**src/hdl/assert_macros.svh**
```systemverilog
// ----------------------------------------------------------------------------
// Assertion macros
// Shared wrappers for the concurrent assertions of the energy unit.
// ----------------------------------------------------------------------------
`ifndef ASSERT_MACROS_SVH
`define ASSERT_MACROS_SVH

// Checked at every rising edge while reset is released.
`define SCE_ASSERT(label, clk, rstn, prop, msg) \
    label: assert property (@(posedge clk) disable iff (!rstn) prop) \
        else $error(msg);

// Checked at every rising edge, reset included.
`define SCE_ASSERT_ALWAYS(label, clk, prop, msg) \
    label: assert property (@(posedge clk) prop) else $error(msg);

`endif

```
**src/hdl/sce_pkg.sv**
```systemverilog
// ----------------------------------------------------------------------------
// sce_pkg
// Widths, register indexes and reset values of the diagonal energy unit.
// ----------------------------------------------------------------------------
package sce_pkg;

    localparam int MAX_SITES_DEF = 32;
    localparam int STATE_W       = 32;
    localparam int COEF_W        = 32;
    localparam int SITE_W        = 6;
    localparam int ENERGY_W      = 64;
    localparam int CFG_INDEX_W   = 2;
    localparam int PIPE_DEPTH    = 7;

    localparam logic [SITE_W-1:0] SITE_COUNT_RST = 6'd32;

    typedef enum logic [CFG_INDEX_W-1:0] {
        REG_COUPLING_V = 2'd0,
        REG_FIELD_H    = 2'd1,
        REG_SITE_COUNT = 2'd2
    } cfg_reg_t;

endpackage

```
**src/hdl/sce_prefix.sv**
```systemverilog
// ----------------------------------------------------------------------------
// sce_prefix
// Two stages: per-group bit counts, then the running spin sums Q_t and the
// staggered sum A of the spin word.
// ----------------------------------------------------------------------------
module sce_prefix #(
    parameter int MAX_SITES = sce_pkg::MAX_SITES_DEF,
    localparam int NW = $clog2(MAX_SITES + 1),
    localparam int QW = $clog2(MAX_SITES) + 1,
    localparam int AW = $clog2(MAX_SITES + 1) + 1
) (
    input  logic                        aclk,
    input  logic                        aresetn,
    input  logic                        in_valid,
    output logic                        in_ready,
    input  logic [sce_pkg::STATE_W-1:0] in_state,
    input  logic [NW-1:0]               n_eff,
    output logic                        out_valid,
    input  logic                        out_ready,
    output logic signed [QW-1:0]        q_out [1:MAX_SITES-1],
    output logic signed [AW-1:0]        a_out
);

    localparam int G  = (MAX_SITES + 7) / 8;
    localparam int CW = $clog2(MAX_SITES + 1);

    logic [MAX_SITES+31:0] bits_ext;

    logic [3:0]        loc_next  [1:MAX_SITES-1];
    logic [3:0]        loc_reg   [1:MAX_SITES-1];
    logic [3:0]        gtot_next [0:G-1];
    logic [3:0]        gtot_reg  [0:G-1];
    logic signed [3:0] altg_next [0:G-1];
    logic signed [3:0] altg_reg  [0:G-1];
    logic              v1_reg;
    logic              en1;

    logic [CW-1:0]        off_w [0:G-1];
    logic [CW-1:0]        cnt_w [1:MAX_SITES-1];
    logic signed [AW-1:0] a_sum;
    logic signed [QW-1:0] q_next [1:MAX_SITES-1];
    logic signed [QW-1:0] q_reg  [1:MAX_SITES-1];
    logic signed [AW-1:0] a_next;
    logic signed [AW-1:0] a_reg;
    logic                 v2_reg;
    logic                 en2;

    assign en2      = !v2_reg || out_ready;
    assign en1      = !v1_reg || en2;
    assign in_ready = en1;

    // Sites at 32 and above have no input bit and read as spin down.
    assign bits_ext = {{MAX_SITES{1'b0}}, in_state};

    always_comb begin
        for (int t = 1; t < MAX_SITES; t++) begin
            loc_next[t] = '0;
            for (int k = ((t - 1) / 8) * 8; k < t; k++) begin
                loc_next[t] = loc_next[t] + 4'(bits_ext[k]);
            end
        end
        for (int g = 0; g < G; g++) begin
            gtot_next[g] = '0;
            altg_next[g] = '0;
            for (int o = 0; o < 8; o++) begin
                if (8 * g + o < MAX_SITES) begin
                    gtot_next[g] = gtot_next[g] + 4'(bits_ext[8 * g + o]);
                    if (NW'(8 * g + o) < n_eff && bits_ext[8 * g + o]) begin
                        if (o % 2 == 1) begin
                            altg_next[g] = altg_next[g] + 4'sd1;
                        end else begin
                            altg_next[g] = altg_next[g] - 4'sd1;
                        end
                    end
                end
            end
        end
    end

    always_comb begin
        off_w[0] = '0;
        for (int g = 1; g < G; g++) begin
            off_w[g] = off_w[g-1] + CW'(gtot_reg[g-1]);
        end
        for (int t = 1; t < MAX_SITES; t++) begin
            cnt_w[t]  = off_w[(t - 1) / 8] + CW'(loc_reg[t]);
            q_next[t] = QW'({cnt_w[t], 1'b0}) - QW'(t);
        end
        a_sum = '0;
        for (int g = 0; g < G; g++) begin
            a_sum = a_sum + AW'(altg_reg[g]);
        end
        a_next = a_sum <<< 1;
    end

    always_ff @(posedge aclk) begin
        if (!aresetn) begin
            v1_reg <= 1'b0;
            v2_reg <= 1'b0;
        end else begin
            if (en1) begin
                v1_reg <= in_valid;
            end
            if (en2) begin
                v2_reg <= v1_reg;
            end
        end
    end

    always_ff @(posedge aclk) begin
        if (en1) begin
            loc_reg  <= loc_next;
            gtot_reg <= gtot_next;
            altg_reg <= altg_next;
        end
        if (en2) begin
            q_reg <= q_next;
            a_reg <= a_next;
        end
    end

    assign out_valid = v2_reg;
    assign q_out     = q_reg;
    assign a_out     = a_reg;

endmodule

```
**src/hdl/sce_terms.sv**
```systemverilog
// ----------------------------------------------------------------------------
// sce_terms
// Three stages: squares and odd-site picks of the running sums, group sums,
// then the total K = sum(Q_t^2) - L(L-1)/2 - 2*sum(Q_t for odd t).
// ----------------------------------------------------------------------------
module sce_terms #(
    parameter int MAX_SITES = sce_pkg::MAX_SITES_DEF,
    localparam int NW  = $clog2(MAX_SITES + 1),
    localparam int QW  = $clog2(MAX_SITES) + 1,
    localparam int AW  = $clog2(MAX_SITES + 1) + 1,
    localparam int SQW = 2 * $clog2(MAX_SITES),
    localparam int KW  = SQW + 8
) (
    input  logic                 aclk,
    input  logic                 aresetn,
    input  logic                 in_valid,
    output logic                 in_ready,
    input  logic signed [QW-1:0] q_in [1:MAX_SITES-1],
    input  logic signed [AW-1:0] a_in,
    input  logic [NW-1:0]        n_eff,
    output logic                 out_valid,
    input  logic                 out_ready,
    output logic signed [KW-1:0] k_out,
    output logic signed [AW-1:0] a_out
);

    localparam int G    = (MAX_SITES + 7) / 8;
    localparam int QXW  = 2 * QW;
    localparam int SUMW = SQW + 6;
    localparam int BSW  = QW + 6;

    logic [SQW-1:0]       sq_next [1:MAX_SITES-1];
    logic [SQW-1:0]       sq_reg  [1:MAX_SITES-1];
    logic signed [QW-1:0] bq_next [1:MAX_SITES-1];
    logic signed [QW-1:0] bq_reg  [1:MAX_SITES-1];
    logic signed [AW-1:0] a3_reg;
    logic                 v3_reg;
    logic                 en3;

    logic [SQW+2:0]         sqg_next [0:G-1];
    logic [SQW+2:0]         sqg_reg  [0:G-1];
    logic signed [QW+2:0]   bqg_next [0:G-1];
    logic signed [QW+2:0]   bqg_reg  [0:G-1];
    logic signed [AW-1:0]   a4_reg;
    logic                   v4_reg;
    logic                   en4;

    logic [SUMW-1:0]        sq_sum;
    logic signed [BSW-1:0]  bq_sum;
    logic [2*NW-1:0]        pair_prod;
    logic signed [KW-1:0]   k_next;
    logic signed [KW-1:0]   k_reg;
    logic signed [AW-1:0]   a5_reg;
    logic                   v5_reg;
    logic                   en5;

    assign en5      = !v5_reg || out_ready;
    assign en4      = !v4_reg || en5;
    assign en3      = !v3_reg || en4;
    assign in_ready = en3;

    always_comb begin
        for (int t = 1; t < MAX_SITES; t++) begin
            if (NW'(t) < n_eff) begin
                sq_next[t] = SQW'(QXW'(q_in[t]) * QXW'(q_in[t]));
            end else begin
                sq_next[t] = '0;
            end
            if (NW'(t) < n_eff && t % 2 == 1) begin
                bq_next[t] = q_in[t];
            end else begin
                bq_next[t] = '0;
            end
        end
    end

    always_comb begin
        for (int g = 0; g < G; g++) begin
            sqg_next[g] = '0;
            bqg_next[g] = '0;
            for (int o = 0; o < 8; o++) begin
                if (8 * g + o + 1 < MAX_SITES) begin
                    sqg_next[g] = sqg_next[g] + (SQW + 3)'(sq_reg[8 * g + o + 1]);
                    bqg_next[g] = bqg_next[g] + (QW + 3)'(bq_reg[8 * g + o + 1]);
                end
            end
        end
    end

    always_comb begin
        sq_sum = '0;
        bq_sum = '0;
        for (int g = 0; g < G; g++) begin
            sq_sum = sq_sum + SUMW'(sqg_reg[g]);
            bq_sum = bq_sum + BSW'(bqg_reg[g]);
        end
        pair_prod = (2 * NW)'(n_eff) * (2 * NW)'(n_eff - 1'b1);
        k_next = KW'(sq_sum) - (KW'(bq_sum) <<< 1) - KW'(pair_prod >> 1);
    end

    always_ff @(posedge aclk) begin
        if (!aresetn) begin
            v3_reg <= 1'b0;
            v4_reg <= 1'b0;
            v5_reg <= 1'b0;
        end else begin
            if (en3) begin
                v3_reg <= in_valid;
            end
            if (en4) begin
                v4_reg <= v3_reg;
            end
            if (en5) begin
                v5_reg <= v4_reg;
            end
        end
    end

    always_ff @(posedge aclk) begin
        if (en3) begin
            sq_reg <= sq_next;
            bq_reg <= bq_next;
            a3_reg <= a_in;
        end
        if (en4) begin
            sqg_reg <= sqg_next;
            bqg_reg <= bqg_next;
            a4_reg  <= a3_reg;
        end
        if (en5) begin
            k_reg  <= k_next;
            a5_reg <= a4_reg;
        end
    end

    assign out_valid = v5_reg;
    assign k_out     = k_reg;
    assign a_out     = a5_reg;

endmodule

```
**src/hdl/sce_combine.sv**
```systemverilog
// ----------------------------------------------------------------------------
// sce_combine
// Two stages: the coupling and field products, then the 64-bit energy sum
// E = 2*h*A + V*K held in the output register.
// ----------------------------------------------------------------------------
module sce_combine #(
    parameter int MAX_SITES = sce_pkg::MAX_SITES_DEF,
    localparam int AW = $clog2(MAX_SITES + 1) + 1,
    localparam int KW = 2 * $clog2(MAX_SITES) + 8
) (
    input  logic                                aclk,
    input  logic                                aresetn,
    input  logic                                in_valid,
    output logic                                in_ready,
    input  logic signed [KW-1:0]                k_in,
    input  logic signed [AW-1:0]                a_in,
    input  logic signed [sce_pkg::COEF_W-1:0]   coupling_v,
    input  logic signed [sce_pkg::COEF_W-1:0]   field_h,
    output logic                                out_valid,
    input  logic                                out_ready,
    output logic signed [sce_pkg::ENERGY_W-1:0] energy
);

    localparam int PVW = sce_pkg::COEF_W + KW;
    localparam int PHW = sce_pkg::COEF_W + AW;

    logic signed [PVW-1:0] pv_next;
    logic signed [PVW-1:0] pv_reg;
    logic signed [PHW-1:0] ph_next;
    logic signed [PHW-1:0] ph_reg;
    logic                  v6_reg;
    logic                  en6;

    logic signed [sce_pkg::ENERGY_W-1:0] e_next;
    logic signed [sce_pkg::ENERGY_W-1:0] e_reg;
    logic                                v7_reg;
    logic                                en7;

    assign en7      = !v7_reg || out_ready;
    assign en6      = !v6_reg || en7;
    assign in_ready = en6;

    assign pv_next = PVW'(coupling_v) * PVW'(k_in);
    assign ph_next = PHW'(field_h) * PHW'(a_in);

    // Both products stay far below 2^62, so the sum never reaches the limits.
    assign e_next = sce_pkg::ENERGY_W'(pv_reg) + (sce_pkg::ENERGY_W'(ph_reg) <<< 1);

    always_ff @(posedge aclk) begin
        if (!aresetn) begin
            v6_reg <= 1'b0;
            v7_reg <= 1'b0;
        end else begin
            if (en6) begin
                v6_reg <= in_valid;
            end
            if (en7) begin
                v7_reg <= v6_reg;
            end
        end
    end

    always_ff @(posedge aclk) begin
        if (en6) begin
            pv_reg <= pv_next;
            ph_reg <= ph_next;
        end
        if (en7) begin
            e_reg <= e_next;
        end
    end

    assign out_valid = v7_reg;
    assign energy    = e_reg;

endmodule

```
**src/hdl/schwinger_chain_diagonal_energy_unit.sv**
```systemverilog
// Path: an accepted input word is registered in prefix, terms and combine before its result reaches m_tdata.
// Throughput: one word per cycle; seven pipeline registers, each with its own
// valid bit, and a stall at the output fills bubbles before it holds s_tready.
// Reset: aresetn clears all valid bits, sets V and h to 0 and the site count
// to 32; no clearing pass is needed.
// ----------------------------------------------------------------------------
// schwinger_chain_diagonal_energy_unit
// Diagonal energy of the lattice Schwinger chain for a stream of basis states.
// ----------------------------------------------------------------------------
`include "assert_macros.svh"

module schwinger_chain_diagonal_energy_unit #(
    parameter int MAX_SITES = sce_pkg::MAX_SITES_DEF
) (
    input  logic                               aclk,
    input  logic                               aresetn,
    // s_tdata: basis_state[31:0]
    input  logic                               s_tvalid,
    output logic                               s_tready,
    input  logic [sce_pkg::STATE_W-1:0]        s_tdata,
    // m_tdata: diag_energy[63:0]
    output logic                               m_tvalid,
    input  logic                               m_tready,
    output logic [sce_pkg::ENERGY_W-1:0]       m_tdata,
    input  logic                               cfg_valid,
    output logic                               cfg_ready,
    input  logic [sce_pkg::CFG_INDEX_W-1:0]    cfg_index,
    input  logic [sce_pkg::COEF_W-1:0]         cfg_data
);

    localparam int NW   = $clog2(MAX_SITES + 1);
    localparam int QW   = $clog2(MAX_SITES) + 1;
    localparam int AW   = $clog2(MAX_SITES + 1) + 1;
    localparam int KW   = 2 * $clog2(MAX_SITES) + 8;
    localparam int OCCW = $clog2(sce_pkg::PIPE_DEPTH + 1);

    logic signed [sce_pkg::COEF_W-1:0]   coupling_v_reg;
    logic signed [sce_pkg::COEF_W-1:0]   field_h_reg;
    logic [sce_pkg::SITE_W-1:0]          site_count_reg;
    logic [sce_pkg::SITE_W-1:0]          site_lim;
    logic [sce_pkg::SITE_W-1:0]          site_min;
    logic [NW-1:0]                       n_eff;

    logic                                p_valid;
    logic                                p_ready;
    logic signed [QW-1:0]                p_q [1:MAX_SITES-1];
    logic signed [AW-1:0]                p_a;
    logic                                t_valid;
    logic                                t_ready;
    logic signed [KW-1:0]                t_k;
    logic signed [AW-1:0]                t_a;
    logic signed [sce_pkg::ENERGY_W-1:0] energy;

    logic [OCCW-1:0]                     occ_reg;
    logic [OCCW-1:0]                     occ_next;
    logic                                in_acc;
    logic                                out_acc;

    assign cfg_ready = 1'b1;

    always_ff @(posedge aclk) begin
        if (!aresetn) begin
            coupling_v_reg <= '0;
            field_h_reg    <= '0;
            site_count_reg <= sce_pkg::SITE_COUNT_RST;
        end else if (cfg_valid && cfg_ready) begin
            case (sce_pkg::cfg_reg_t'(cfg_index))
                sce_pkg::REG_COUPLING_V: begin
                    coupling_v_reg <= cfg_data;
                end
                sce_pkg::REG_FIELD_H: begin
                    field_h_reg <= cfg_data;
                end
                sce_pkg::REG_SITE_COUNT: begin
                    site_count_reg <= cfg_data[sce_pkg::SITE_W-1:0];
                end
                default: begin
                end
            endcase
        end
    end

    // Clamp to the supported range, then round down to an even site count.
    always_comb begin
        site_lim = (site_count_reg > sce_pkg::SITE_W'(MAX_SITES))
                 ? sce_pkg::SITE_W'(MAX_SITES) : site_count_reg;
        site_min = (site_lim < sce_pkg::SITE_W'(2)) ? sce_pkg::SITE_W'(2) : site_lim;
        n_eff    = NW'({site_min[sce_pkg::SITE_W-1:1], 1'b0});
    end

    sce_prefix #(
        .MAX_SITES (MAX_SITES)
    ) u_prefix (
        .aclk      (aclk),
        .aresetn   (aresetn),
        .in_valid  (s_tvalid),
        .in_ready  (s_tready),
        .in_state  (s_tdata),
        .n_eff     (n_eff),
        .out_valid (p_valid),
        .out_ready (p_ready),
        .q_out     (p_q),
        .a_out     (p_a)
    );

    sce_terms #(
        .MAX_SITES (MAX_SITES)
    ) u_terms (
        .aclk      (aclk),
        .aresetn   (aresetn),
        .in_valid  (p_valid),
        .in_ready  (p_ready),
        .q_in      (p_q),
        .a_in      (p_a),
        .n_eff     (n_eff),
        .out_valid (t_valid),
        .out_ready (t_ready),
        .k_out     (t_k),
        .a_out     (t_a)
    );

    sce_combine #(
        .MAX_SITES (MAX_SITES)
    ) u_combine (
        .aclk       (aclk),
        .aresetn    (aresetn),
        .in_valid   (t_valid),
        .in_ready   (t_ready),
        .k_in       (t_k),
        .a_in       (t_a),
        .coupling_v (coupling_v_reg),
        .field_h    (field_h_reg),
        .out_valid  (m_tvalid),
        .out_ready  (m_tready),
        .energy     (energy)
    );

    assign m_tdata = energy;

    // Number of words inside the pipeline.
    assign in_acc  = s_tvalid && s_tready;
    assign out_acc = m_tvalid && m_tready;

    always_comb begin
        occ_next = occ_reg;
        if (in_acc && !out_acc) begin
            occ_next = occ_reg + 1'b1;
        end else if (out_acc && !in_acc) begin
            occ_next = occ_reg - 1'b1;
        end
    end

    always_ff @(posedge aclk) begin
        if (!aresetn) begin
            occ_reg <= '0;
        end else begin
            occ_reg <= occ_next;
        end
    end

    `SCE_ASSERT(a_occ_bound, aclk, aresetn, occ_reg <= OCCW'(sce_pkg::PIPE_DEPTH), "pipeline holds more words than stages")
    `SCE_ASSERT(a_out_has_word, aclk, aresetn, m_tvalid |-> occ_reg != '0, "result shown with no word in flight")
    `SCE_ASSERT(a_stall_full, aclk, aresetn, !s_tready |-> occ_reg == OCCW'(sce_pkg::PIPE_DEPTH), "input stalled while a stage is empty")
    `SCE_ASSERT(a_sites_even, aclk, aresetn, n_eff[0] == 1'b0 && n_eff >= NW'(2), "site count not even or below two")
    `SCE_ASSERT_ALWAYS(a_reset_clear, aclk, !aresetn |=> !m_tvalid && occ_reg == '0, "reset left a word in the pipeline")

endmodule
```
**config.mk**
```make
export PLATFORM = sky130hd
export DESIGN_NAME = schwinger_chain_diagonal_energy_unit
export DESIGN_NICKNAME = d
export VERILOG_FILES = /design/src/hdl/sce_pkg.sv /design/src/hdl/sce_prefix.sv /design/src/hdl/sce_terms.sv /design/src/hdl/sce_combine.sv /design/src/hdl/schwinger_chain_diagonal_energy_unit.sv
export VERILOG_INCLUDE_DIRS = /design/src /design/src/hdl
export SDC_FILE = /design/constraint.sdc
export NUM_CORES = 2
export LEC_CHECK = 0
export BUFFER_PORTS_ARGS = -buffer_cell sky130_fd_sc_hd__clkbuf_2
export CORE_AREA = 2 2 304 606
export CTS_BUF_LIST = sky130_fd_sc_hd__clkbuf_16
export CTS_CLUSTER_DIAMETER = 80
export DETAILED_ROUTE_END_ITERATION = 8
export DIE_AREA = 0 0 306 608
export PLACE_DENSITY = 0.71
export SKIP_LAST_GASP = 1
export SLEW_MARGIN = 20
export SYNTH_ARGS = -nofsm -noshare
export SYNTH_HDL_FRONTEND = slang
export SYNTH_SLANG_ARGS = --single-unit
```
**constraint.sdc**
```tcl
create_clock -name aclk -period 30.5 [get_ports aclk]
set_input_delay 7.625 -clock aclk [delete_from_list [all_inputs] [get_ports aclk]]
set_output_delay 7.625 -clock aclk [all_outputs]
set_load 0.01 [all_outputs]
```
* After elaboration in Yosys (flattened, before gate mapping)
Cells that the tools add are included.
** Storage, ports and cells
- Bits in registers :: 1074
- Input bits :: 71
- Logic and storage cells :: 454
** Operators by class
- $add $sub $neg :: 161
- Multiply operators :: 34
- $lt $le $gt $ge :: 34
- Equality and inequality tests :: 2
- Muxes and demuxes :: 34
- Reduce and logical (&&, ||, !) cells :: 50
** Operators with widths (count)
- $mul 6x6->10 :: 30
- $add 13x10->13 :: 23
- $mux 4 :: 32
- $lt 5x6->1 const A :: 16
- $sub 6x5->6 const B :: 16
- $add 4x1->4 :: 23
- $add 5x4->5 :: 13
- $add 4x2->4 const B :: 16
- $add 50x40->51 :: 1
- $mul 32x18->50 :: 1
- $lt 4x6->1 const A :: 8
- $sub 4x2->4 const B :: 12
- $add 10x10->11 :: 4
- $sub 6x4->6 const B :: 7
- $add 4x4->5 :: 8
- $mul 32x6->38 :: 1
- $add 9x6->9 :: 4
- $add 16x13->16 :: 2
- $add 7x6->8 :: 4
- $logic_and 1x1->1 :: 32
- $lt 3x6->1 const A :: 4
- $sub 5x3->6 const B :: 4
- $add 6x6->7 :: 3
- $sub 17x13->18 :: 1
- other kinds (28) :: 50

* Logic depth before layout (Yosys ltp)
- Depth in word-level cells :: 21
- Depth in mapped cells :: 31
- Gate-level depth less buffers :: 29

* By module
A second synthesis with hierarchy kept.
** Second synthesis, totals
- Cell total of the unflattened synthesis :: 10213
- Area total of the unflattened synthesis :: 108475.3 µm²
** By module, submodules not included
- sce_terms :: times used 1, cells an instance 5050, area each 55012.8 µm², seq. area each 14654.1 µm²
- sce_combine :: times used 1, cells an instance 3600, area each 34224.1 µm², seq. area each 4244.1 µm²
- sce_prefix :: times used 1, cells an instance 1291, area each 16599.7 µm², seq. area each 8147.8 µm²
- schwinger_chain_diagonal_energy_unit :: times used 1, cells an instance 272, area each 2638.8 µm², seq. area each 1381.3 µm²

* Least setup slack after synthesis
No wires, ideal clock.
- Kind :: in2out
- From :: input m_tready
- To :: output s_tready
- Data arrival time :: 10.801 ns
- Setup slack :: 12.074 ns
- Stages on the path :: 5
- Buffers on the path :: 0
- Path through :: nor2b_1 > and3_1 > and2_1 > and3_1 > nand2_1
** Between the ends
- Longest elaborated chain between the ends :: 7
** Ends and longest elaborated chain
- from (decl) :: line schwinger_chain_diagonal_energy_unit.sv:23 : input logic m_tready,
- $logic_or 1x1->1 :: line sce_combine.sv:39 : assign en7 = !v7_reg || out_ready;
- $logic_or 1x1->1 :: line sce_combine.sv:40 : assign en6 = !v6_reg || en7;
- $logic_or 1x1->1 :: line sce_terms.sv:57 : assign en5 = !v5_reg || out_ready;
- $logic_or 1x1->1 :: line sce_terms.sv:58 : assign en4 = !v4_reg || en5;
- $logic_or 1x1->1 :: line sce_terms.sv:59 : assign en3 = !v3_reg || en4;
- $logic_or 1x1->1 :: line sce_prefix.sv:48 : assign en2 = !v2_reg || out_ready;
- $logic_or 1x1->1 :: line sce_prefix.sv:49 : assign en1 = !v1_reg || en2;
- to (decl) :: line schwinger_chain_diagonal_energy_unit.sv:19 : output logic s_tready,
No other way between the ends.

* Final worst setup path
Same ends and word-level chain as after synthesis.

==> summary.txt <==
STA
  • Slew headroom: 19.1%
  • Setup violations, final: 0
  • Crit path time final: 16.98 ns
  • Final Hold Violating Endpoints: 0
  • Unrepaired setup endpoints after global routing: false
  • Final Cycle Share: 55.7%
  • Max Clock Skew: 0.0511 ns
  • Final setup margin: 13.52 ns
  • Fmax: 0.0589 GHz
  • Setup_tns: 0 ns
  • Worst slew pin tran: 1.21 ns
  • Fin. max-slew vios: 0

Clocking
  • CTS tree: yes
  • Bufs on Longest Clock Path: 3
  • CTS Hold Bufs: 0
  • Clock Sinks: 923
  • Setup bufs post-CTS: 0
  • Inserted Clock Buffers: 90
  • Root buf cell: clkbuf_16
  • H-tree lvl count: 3
  • CTS resizes: 0
  • Clk Latency, worst-skew pair: 0.76 ns
  • Clock-pin slew on the worst setup and hold paths: 0.06 ns

Floorplan
  • Die Ht: 608 µm
  • Initial core utilization: 54.7%
  • Die area: 186000 µm²
  • Total core area: 181000 µm²
  • Row Count: 221
  • Chip width: 306 µm
  • Number of I/O pins: 138

Placed design
  • Pre-CTS WS: 13.52 ns
  • Detailed Place HPWL: 206000 µm
  • I/O Buffers: 136
  • GP Congestion: 1.07
  • Placed Area: 102000 µm²

Global routing
  • Largest net degree at the start of global routing: 94
  • Initial antenna violation count: 19
  • Vias in the first global route: 73100
  • Gr usage total: 27.7%
  • First-pass GRT wire length: 393000 µm
  • GRT overflow: 0

Yosys
  • Main synth FF type: edfxtp_1
  • Sequential fraction of the synthesis area: 27.2%
  • Synth Instances: 9359
  • Synth top area share: 26.8%
  • Yosys reg bits: 923
  • Post-synth EDFFs: 847
  • Avg Cell Area, Syn: 10.6 µm²
  • Mapped Area: 99100 µm²
  • Top cells by area, synth: fa_1 27%, edfxtp_1 26%, ha_1 13%
  • Yosys warning count: 0
  • Ys async rst share: 0%
  • Yosys top cell by area: fa_1
  • Yosys cell types: 99

Final layout
  • Share of cells above drive strength 1: 4.77%
  • Commonest non-fill, non-tap cell in the layout: inv_1
  • Finished Core Util: 58.4%
  • Area Growth Syn to Fin: 6.61%
  • Nets: 11900
  • Most frequent cells in the layout: 1789 x inv_1, 1329 x fa_1, 1064 x ha_1
  • Design Area, Final: 106000 µm²
  • Number of flip-flops in the largest register: 236

Worst setup path
  • Endpoint class of the critical path: output port
  • Crit-path cells: clkbuf_2, nor2b_1, buf_4, and3_1, and2_1, and3_1, nand2_4, clkbuf_2
  • Worst setup SP type: input pin
  • Max FO, Critical Path: 7
  • Slowest CP cell: and3_1
  • Critical setup path kind: input pin to output port
  • Critical Path RT: 22.88 ns
  • Worst Path Arrival: 9.36 ns
  • CP max stage delay: 0.38 ns

Run
  • Max Cap Viol: 0

Drt
  • Post-DRT Antenna Nets: 0
  • Routed vias: 65700
  • DR WL/cell: 21.1 µm
  • Via density: 5.53
  • # DRC: 0
  • First-pass DRT Iterations: 6
  • DRT iter0 DRCs: 3059
  • Routed WL: 250000 µm

Worst hold path
  • HP Class: flop to flop

Run status
  • Status: finished clean
==> path summary, 6_finish.rpt <==
check	start	to	slack, ns	cells past startpoint
worst min register to register	u_terms.a4_reg[4]	u_terms.a_out[4]	0.42	0
worst max-delay path	m_tready	s_tready	13.52	8
worst max register to register	coupling_v_reg[8]	u_combine.pv_reg[48]	22.08	22
worst min-delay path	u_terms.a4_reg[4]	u_terms.a_out[4]	0.42	0
==> final cells by class <==
class,instances,area (µm²)
Fill cell,15100,75400
Multi-Input combinational cell,6421,64600
Sequential cell,923,27000
Inverter,1795,6740
Tap cell,2341,2930
Clock buffer,90,2250
Timing Repair Buffer,212,1250
Clock inverter,77,922
Antenna cell,13,32.5
==> stage by stage <==
step | cells | hold WS, ns
floorplan | 9360 | 0.400
global placement | 11700 | 0.405
detailed placement | 11700 | 0.405
CTS | 11900 | 0.420
global route | 11900 | 0.429
finish | 11900 | 0.419
==> worst max-delay path, delay by kind of cell <==
kind / cells / cell delay [ns]
buf+inv: 3 / 0.49
simple gates: 5 / 1.23
==> per-layer routing <==
layer | track usage, % | vias up | share of wire, %
met1 | 25.1 | 33100 | 31
li1 | - | 29900 | -
met3 | 3.66 | 992 | 3.8
met2 | 53.8 | 1732 | 56
met5 | 0 | - | 0.0092
met4 | 22.7 | 4 | 9.9
==> cells by family (layout without fill, tap and decap cells) <==
| family | count (synthesis) | in the layout | synth area share (%) |
|---|---|---|---|
| flip-flops | 923 | 923 | 27.2 |
| AO/OA/AOI/OAI | 980 | 980 | 6.48 |
| AND/OR/NAND/NOR | 2219 | 2219 | 10.7 |
| buffers and inverters | 2016 | 2174 | 7.70 |
| multiplexers | 40 | 40 | 0.430 |
| adder cells (fa/ha/maj) | 2393 | 2393 | 40.3 |
| XOR/XNOR | 786 | 786 | 7.20 |
| other | 2 | 16 | 0.00758 |
==> Yosys cell counts (19+ instances only) <==
master	count
a21boi_0	75
a21o_1	140
a21oi_1	316
a31oi_1	40
and2_1	454
and3_1	30
clkbuf_1	186
dfxtp_1	76
edfxtp_1	847
fa_1	1329
ha_1	1064
inv_1	1786
mux2_2	21
mux2i_1	19
nand2_1	927
nand2b_1	123
nand3_1	59
nand3b_1	24
nor2_1	374
nor2b_1	95
nor3_1	56
nor3b_1	20
o211ai_1	24
o21a_1	36
o21ai_0	119
o21bai_1	74
xnor2_1	561
xor2_1	205
Power is left out: the tool's default activity adds up to more than one toggle a clock period on the data nets, which glitch-free logic cannot reach.
